$ cat config.mk
export PLATFORM = sky130hd
export DESIGN_NAME = apls_div
export DESIGN_NICKNAME = d
export VERILOG_FILES = /design/src/hw/rtl/apls_pkg.sv /design/src/hw/rtl/apls_div.sv
export SDC_FILE = /design/constraint.sdc
export NUM_CORES = 1
export LEC_CHECK = 0
export ABC_AREA = 0
export BUFFER_PORTS_ARGS = -buffer_cell sky130_fd_sc_hd__buf_2
export CORE_ASPECT_RATIO = 1.75
export CORE_UTILIZATION = 55
export DETAILED_ROUTE_END_ITERATION = 10
export HOLD_SLACK_MARGIN = 0.08
export PLACE_DENSITY = 0.83
export SYNTH_ARGS = -nofsm -noshare
export SYNTH_HDL_FRONTEND = slang
export SYNTH_SLANG_ARGS = --single-unit
$ cat constraint.sdc
create_clock -name clk -period 3.9 [get_ports clk]
set_input_delay 0.585 -clock clk [delete_from_list [all_inputs] [get_ports clk]]
set_output_delay 0.585 -clock clk [all_outputs]
set_load 0.05 [all_outputs]
$ cat src/hw/rtl/apls_pkg.sv
// ----------------------------------------------------------------------------
// apls_pkg: shared definitions for the proximal lasso solver.
// Widths, fixed-point constants, request codes, sequencer states and the
// request and response structures of the shared divider.
// ----------------------------------------------------------------------------
package apls_pkg;

	localparam int MAX_DIM   = 64;
	localparam int IDX_W     = $clog2(MAX_DIM);
	localparam int FRAC_BITS = 16;
	localparam int WORD_W    = 32;
	localparam int DIV_W     = 64;

	localparam logic [WORD_W-1:0] QONE       = 32'd1 << FRAC_BITS;
	localparam logic [63:0]       ONE2       = 64'd1 << (2 * FRAC_BITS);
	localparam logic [63:0]       TSQ_LIMIT  = (64'hFFFF_FFFF_FFFF_FFFF - ONE2) >> 2;
	localparam logic [63:0]       SQ_BIT_TOP = 64'd1 << 62;

	typedef enum logic [1:0] {
		FUNC_LOAD_MATRIX = 2'd0,
		FUNC_LOAD_TARGET = 2'd1,
		FUNC_START       = 2'd2
	} func_t;

	typedef enum logic [2:0] {
		CFG_LIPSCHITZ = 3'd0,
		CFG_LAM_NONNEG = 3'd1,
		CFG_LAM_SPARSE = 3'd2,
		CFG_LAM_ENERGY = 3'd3,
		CFG_ITERATIONS = 3'd4,
		CFG_TEMPLATES = 3'd5,
		CFG_DIMENSION = 3'd6
	} cfg_idx_t;

	typedef enum logic [4:0] {
		S_IDLE,
		S_CLR,
		S_THR,
		S_THRW,
		S_ITER,
		S_MTW,
		S_MRD,
		S_MMUL,
		S_MWR,
		S_MAC,
		S_MDRAIN,
		S_PEN,
		S_RES,
		S_DIVW,
		S_PROX,
		S_TSQ,
		S_ARG,
		S_SQRT,
		S_TUPD,
		S_ORD,
		S_OLD
	} state_t;

	typedef struct packed {
		logic              start;
		logic [DIV_W-1:0]  num;
		logic [WORD_W-1:0] den;
	} div_req_t;

	typedef struct packed {
		logic             done;
		logic [DIV_W-1:0] quo;
	} div_rsp_t;

endpackage

$ cat src/hw/rtl/apls_div.sv
// ----------------------------------------------------------------------------
// apls_div: shared unsigned restoring divider.
// Produces one quotient bit per cycle and pulses done when the quotient is
// complete; the quotient then holds until the next start.
// ----------------------------------------------------------------------------
module apls_div (
	input  logic              clk,
	input  logic              arst_n,
	input  apls_pkg::div_req_t req,
	output apls_pkg::div_rsp_t rsp
);

	localparam int CNT_W = $clog2(apls_pkg::DIV_W);

	logic                           busy_q;
	logic                           done_q;
	logic [CNT_W-1:0]               cnt_q;
	logic [apls_pkg::WORD_W-1:0]    rem_q;
	logic [apls_pkg::WORD_W-1:0]    den_q;
	logic [apls_pkg::DIV_W-1:0]     quo_q;
	logic [apls_pkg::WORD_W:0]      rem_sh;
	logic [apls_pkg::WORD_W:0]      rem_sub;
	logic                           ge;

	assign rem_sh  = {rem_q, quo_q[apls_pkg::DIV_W-1]};
	assign ge      = rem_sh >= {1'b0, den_q};
	assign rem_sub = rem_sh - {1'b0, den_q};

	always_ff @(posedge clk or negedge arst_n) begin
		if (!arst_n) begin
			busy_q <= 1'b0;
			done_q <= 1'b0;
			cnt_q  <= '0;
		end else begin
			done_q <= 1'b0;
			if (req.start) begin
				busy_q <= 1'b1;
				cnt_q  <= '0;
			end else if (busy_q) begin
				cnt_q <= cnt_q + 1'b1;
				if (cnt_q == CNT_W'(apls_pkg::DIV_W - 1)) begin
					busy_q <= 1'b0;
					done_q <= 1'b1;
				end
			end
		end
	end

	always_ff @(posedge clk) begin
		if (req.start) begin
			quo_q <= req.num;
			rem_q <= '0;
			den_q <= req.den;
		end else if (busy_q) begin
			rem_q <= ge ? rem_sub[apls_pkg::WORD_W-1:0] : rem_sh[apls_pkg::WORD_W-1:0];
			quo_q <= {quo_q[apls_pkg::DIV_W-2:0], ge};
		end
	end

	assign rsp.done = done_q;
	assign rsp.quo  = quo_q;

endmodule

---- Yosys cells after proc, flatten, opt, wreduce, memory -nomap -nowiden ----
Index checks and enable logic that the tools add are counted.
storage, ports and cells
  register bits after elaboration ......... 136
  input port bits ......................... 99
  output and inout bits ................... 65
  word-level logic and storage cells ...... 22
operators by class
  add/subtract/negate cells ............... 2
  $lt $le $gt $ge ......................... 1
  equality and inequality tests ........... 1
  mux-type cells .......................... 11
  reductions and logical operators ........ 1
operators by type and width
  cell                                                            count
  64-bit two-way mux                                              2
  33-bit by 32-bit greater-or-equal comparator with 1-bit output  1
  32-bit two-way mux                                              1
  32-bit subtractor                                               1
  6-bit two-way mux                                               2
  6-bit by 1-bit adder with 6-bit output, second input constant   1
  6-bit equality test, second input constant                      1
  1-bit two-way mux                                               6
  2-bit nonzero test                                              1

---- Longest topological paths before layout ----
  depth in word-level cells ............... 4
  gate-level depth with buffers ........... 14
  gate-level depth less buffers ........... 12

---- Worst setup path after synthesis ----
No wires, ideal clock.
  path type ............................... reg2reg
  from .................................... register quo_q[63] in the netlist's numbering
  to ...................................... register rem_q[30] in the netlist's numbering
  library setup time ...................... 0.116 ns
  data arrival time ....................... 3.045 ns
  required time ........................... 3.784 ns
  slack ................................... 0.740 ns
  cell stages (with the launch flop) ...... 13
  buffers on the path ..................... 0
  period minus slack after synthesis ...... 3.160 ns
  cells stage by stage .................... edfxtp_1 > inv_1 > ha_1 > fa_1 > nand2b_1 > a21o_1 > a21o_1 > a211o_1 > a211o_1 > a31o_2 > a31oi_1 > xor2_1 > a31o_1
between the ends
  word-level cells in the longest chain between the ends .. 2
  elaborated cells on any way between the ends .. 3
  classes of those cells .................. add/sub: 1; order compare: 1; mux: 1
RTL lines
  element                                                                                                     RTL line                        source
  start: declaration                                                                                          apls_div.sv:20                  logic [apls_pkg::DIV_W-1:0] quo_q;
  start signal: assignment                                                                                    apls_div.sv:51                  quo_q <= req.num;
  start signal: assignment                                                                                    apls_div.sv:56                  quo_q <= {quo_q[apls_pkg::DIV_W-2:0], ge};
  32-bit subtractor / 33-bit by 32-bit greater-or-equal comparator with 1-bit output (equally long branches)  apls_div.sv:27, apls_div.sv:26
  32-bit two-way mux (*)                                                                                      apls_div.sv:55                  rem_q <= ge ? rem_sub[apls_pkg::WORD_W-1:0] : rem_sh[apls_pkg::WORD_W-1:0];
  end signal: assignment                                                                                      apls_div.sv:55
  end: declaration                                                                                            apls_div.sv:18                  logic [apls_pkg::WORD_W-1:0] rem_q;
Mark *: on every way between the ends. The rest lies on a longest branch, timed or not.
A chain may end at the register's enable or synchronous reset.

---- Worst setup path in the final report ----
  from .................................... register den_q[1] in the netlist's numbering
  to ...................................... register rem_q[13] in the netlist's numbering
between the ends
  word-level cells in the longest chain between the ends .. 2
  elaborated cells on any way between the ends .. 3
  classes of those cells .................. add/sub: 1; order compare: 1; mux: 1
RTL lines
  element                                                                                                     RTL line                        source
  start: declaration                                                                                          apls_div.sv:19                  logic [apls_pkg::WORD_W-1:0] den_q;
  start signal: assignment                                                                                    apls_div.sv:53                  den_q <= req.den;
  32-bit subtractor / 33-bit by 32-bit greater-or-equal comparator with 1-bit output (equally long branches)  apls_div.sv:27, apls_div.sv:26
  32-bit two-way mux (*)                                                                                      apls_div.sv:55
Marks and branches as above.

==> results.md <==
* N_diodes at 0
* Async SR Flop Fraction at 5.88%
* Period utilisation layout at 80.9%
* Setup TNS at 0 ns
* RSZ-0062 raised after global routing: no
* Final Setup Violations at 0
* Post-Synth Adder-Cell Area at approximately 5.9%
* Final nets at 935
* CTS sink count at ~140
* Wirelength per Cell at 18.2 um
* Worst EP arrival at between 3 and 4 ns
* Post-synthesis xor/xnor area fraction at 3.81%
* Post-layout min period at between 3 and 4 ns
* Initial Utilization at 56.5%
* Crit-path max cell delay at 0.38 ns
* Max Cap Viol at 0
* Vias in the first global route at ~6,100
* Congestion Overflow GR at 0
* Clk Tree Root Cell: clkbuf_16
* TritonCTS clock tree: built
* CP max-delay cell: edfxtp_1
* H-tree level count at 4
* Synth Cell Area at 0.00735 sq mm
* Layout area overhead at 20.8%
* Worst setup EP type: register
* Post-synthesis compound-gate area fraction at 13.4%
* Core Region at roughly 0.013 sq mm
* R2r endpoint: rem_q[13]$_SDFFE_PP0P_
* FF-to-FF setup slack at 0.74 ns
* Top Ports at 164
* Synth area leader: edfxtp_1
* Routed WL at 17,900 um
* Routed vias/inst at 5.76
* Register bit total from synthesis at 136
* Worst-Skew Late Latency at 0.42 ns
* Final hold vios at 0
* Max clock buf depth at 2
* Total die area at 0.0139 sq mm
* Critical path class: register to register
* Hold WC Path Type: input port to register
* Cell leakage power at between 3 and 4 nW
* Synth Area in Simple Gates at 8.42%
* Avg Cell Area, Syn at 11.4 sq um
* Multiplexer share of the synthesized area at 13.5%
* # Post-CTS Setup Buffers at 0
* Syn nets at 776
* Largest net degree at the start of global routing at 68
* Final worst setup slack at roughly 0.74 ns
* Cells along the critical path: inv_1 -> ha_1 -> nor2b_1 -> o21bai_4 -> a21boi_2 -> o311ai_2 -> a31o_4 -> o2bb2ai_2 -> o211ai_4 -> buf_4 -> mux2i_1 -> a211oi_1
* Area contributors post-synth: edfxtp_1 (39%), mux2_2 (10%), dfxtp_1 (8.7%)
* All-Layer GR Usage at 27.5%
* CP required at 4.22 ns
* Setup crit end: rem_q[13]$_SDFFE_PP0P_
* Via count at 5,676
* Headroom to the max-slew limit at 42.4%
* Clock-pin slew on the worst setup and hold paths at 0.06 ns
* Share of layout cells above drive strength 1 at roughly a third
* CTS resizes at 0
* First-pass GRT wire length at ~29,000 um
* CP Launch Point: den_q[1]$_DFFE_PP_
* Post-route ant nets at 0
* Input/output buffers at between 150 and 200
* Ys Warns at 0
* Total CTS buffers at 17
* Cells after DPL at 953
* Die width at 89.4 um
* Yosys top cell area share at about two fifths
* Ys flop type: edfxtp_1
* Critical Path Start Type: register
* DRC at 0
* Die Ht at 155 um
* Synth Instances at 643
* Min Hold Slack at 0.343 ns
* Dpl hpwl at 13,200 um
* Drt first pass iters at 5
* 1st-iter DRT viols at roughly 260
* EDFF count, synth at 96
* Pre-CTS setup slack at 0.760 ns
* Hold buffers post-CTS at 1
* Max Clock Freq at roughly 320 MHz
* Count of pins over their slew limit at 0
* VDD IR max at 480 uV
* Initial antenna violation count at 0
* Power, Total at 5.95 mW
* Final cell count without fillers at 986
* Worst slew pin tran at 0.857 ns
* Cell Rows at 55
* Worst r2r src: den_q[1]$_DFFE_PP_
* Synth cell types at 60
* Seq/Total Area, Yosys at about half
* Pwr/cell area at about 670 mW/mm^2
* Reg2Reg Depth at 12
* Outcome: finished clean
* GP Congestion at 0.966
* Max FO, Critical Path at 21
* Final Skew at 0.00987 ns
* Largest family of logic cells by synthesized area: multiplexers
## area by class of cell
cell class | instances | area (sq um)
timing repair buffer | 171 | 881
sequential | 136 | 3720
clock buffer | 18 | 429
multi-input combinational | 433 | 3310
inverter | 43 | 161
clock inverter | 14 | 166
fill | 967 | 4120
tap | 171 | 214
## cells in the final DEF (no fill, tap or decap), types with 15 or more instances in the layout
cell type    n
buf_2      162
xnor2_1     15
mux2i_1     26
xor2_1      17
o21ai_0     18
a21o_1      17
inv_1       42
edfxtp_1    96
clkbuf_16   17
a21oi_1     28
dfxtp_1     32
a211oi_1    19
ha_1        33
nand2_1     44
mux2_2      65
nor2_1      46
## worst max-delay path, delay by kind of cell, from the launching register on
kind	cells	cell delay [ns]
AOI/OAI and AO/OA	7	1.54
adders and majority gates	1	0.28
buffers and inverters	2	0.43
DFF	1	0.38
muxes	1	0.13
and+or+nand+nor	1	0.28
## how the worst min path moves through the flow
stage | startpoint | endpoint | slack, ns | depth (start not counted)
6_report | req[11] | den_q[11]$_DFFE_PP_ | 0.34 | 1
4_1_cts | req[30] | den_q[30]$_DFFE_PP_ | 0.33 | 1
2_1_floorplan | arst_n | busy_q$_DFF_PN0_ | 0.29 | 0
5_1_grt | req[30] | den_q[30]$_DFFE_PP_ | 0.33 | 1
3_3_place_gp | arst_n | cnt_q[3]$_DFFE_PN0P_ | 0.43 | 1
3_5_place_dp | arst_n | cnt_q[5]$_DFFE_PN0P_ | 0.43 | 1
## layer usage
| layer | vias up | part of all wire [%] | global-route usage [%] |
|---|---|---|---|
| met5 | - | 0 | 0 |
| met4 | 0 | 3.5 | 13.0 |
| met3 | 49 | 5.9 | 6.68 |
| met2 | 231 | 56 | 50.9 |
| met1 | 2706 | 35 | 28.0 |
| li1 | 2690 | - | - |
## stage by stage
step,util (%),instance area [sq um]
6_report,68.3,8880
3_3_place_gp,63.7,8280
5_1_grt,68.3,8880
2_1_floorplan,-,7350
3_5_place_dp,63.7,8280
4_1_cts,68.3,8880
## registers in the layout, summed over array words and instances, names as in the netlist
signal / count
done_q: 1
rem_q: 32
busy_q: 1
den_q: 32
quo_q: 64
cnt_q: 6
## cells by family after synthesis
| logic type | count (synthesis) |
|---|---|
| AO/OA/AOI/OAI | 139 |
| XOR/XNOR | 32 |
| adder cells (fa/ha/maj) | 34 |
| buffers and inverters | 74 |
| flip-flops | 136 |
| multiplexers | 91 |
| AND/OR/NAND/NOR | 137 |
## where the power goes
group          internal, mW  leakage, nW  switching [mW]  total, mW
Sequential             1.81         1.36           0.168       1.98
Combinational         0.920         2.25            1.41       2.32
Clock                 0.963        0.282           0.680       1.64
## Yosys cell counts, types with 15 or more instances
cell	instances
mux2i_1	26
a211oi_1	19
xnor2_1	15
nand2_1	44
inv_1	43
a21oi_1	28
ha_1	33
xor2_1	17
clkbuf_1	22
edfxtp_1	96
o21ai_0	18
mux2_2	65
a21o_1	17
dfxtp_1	32
nor2_1	46
(Power assumes the default switching activity.)
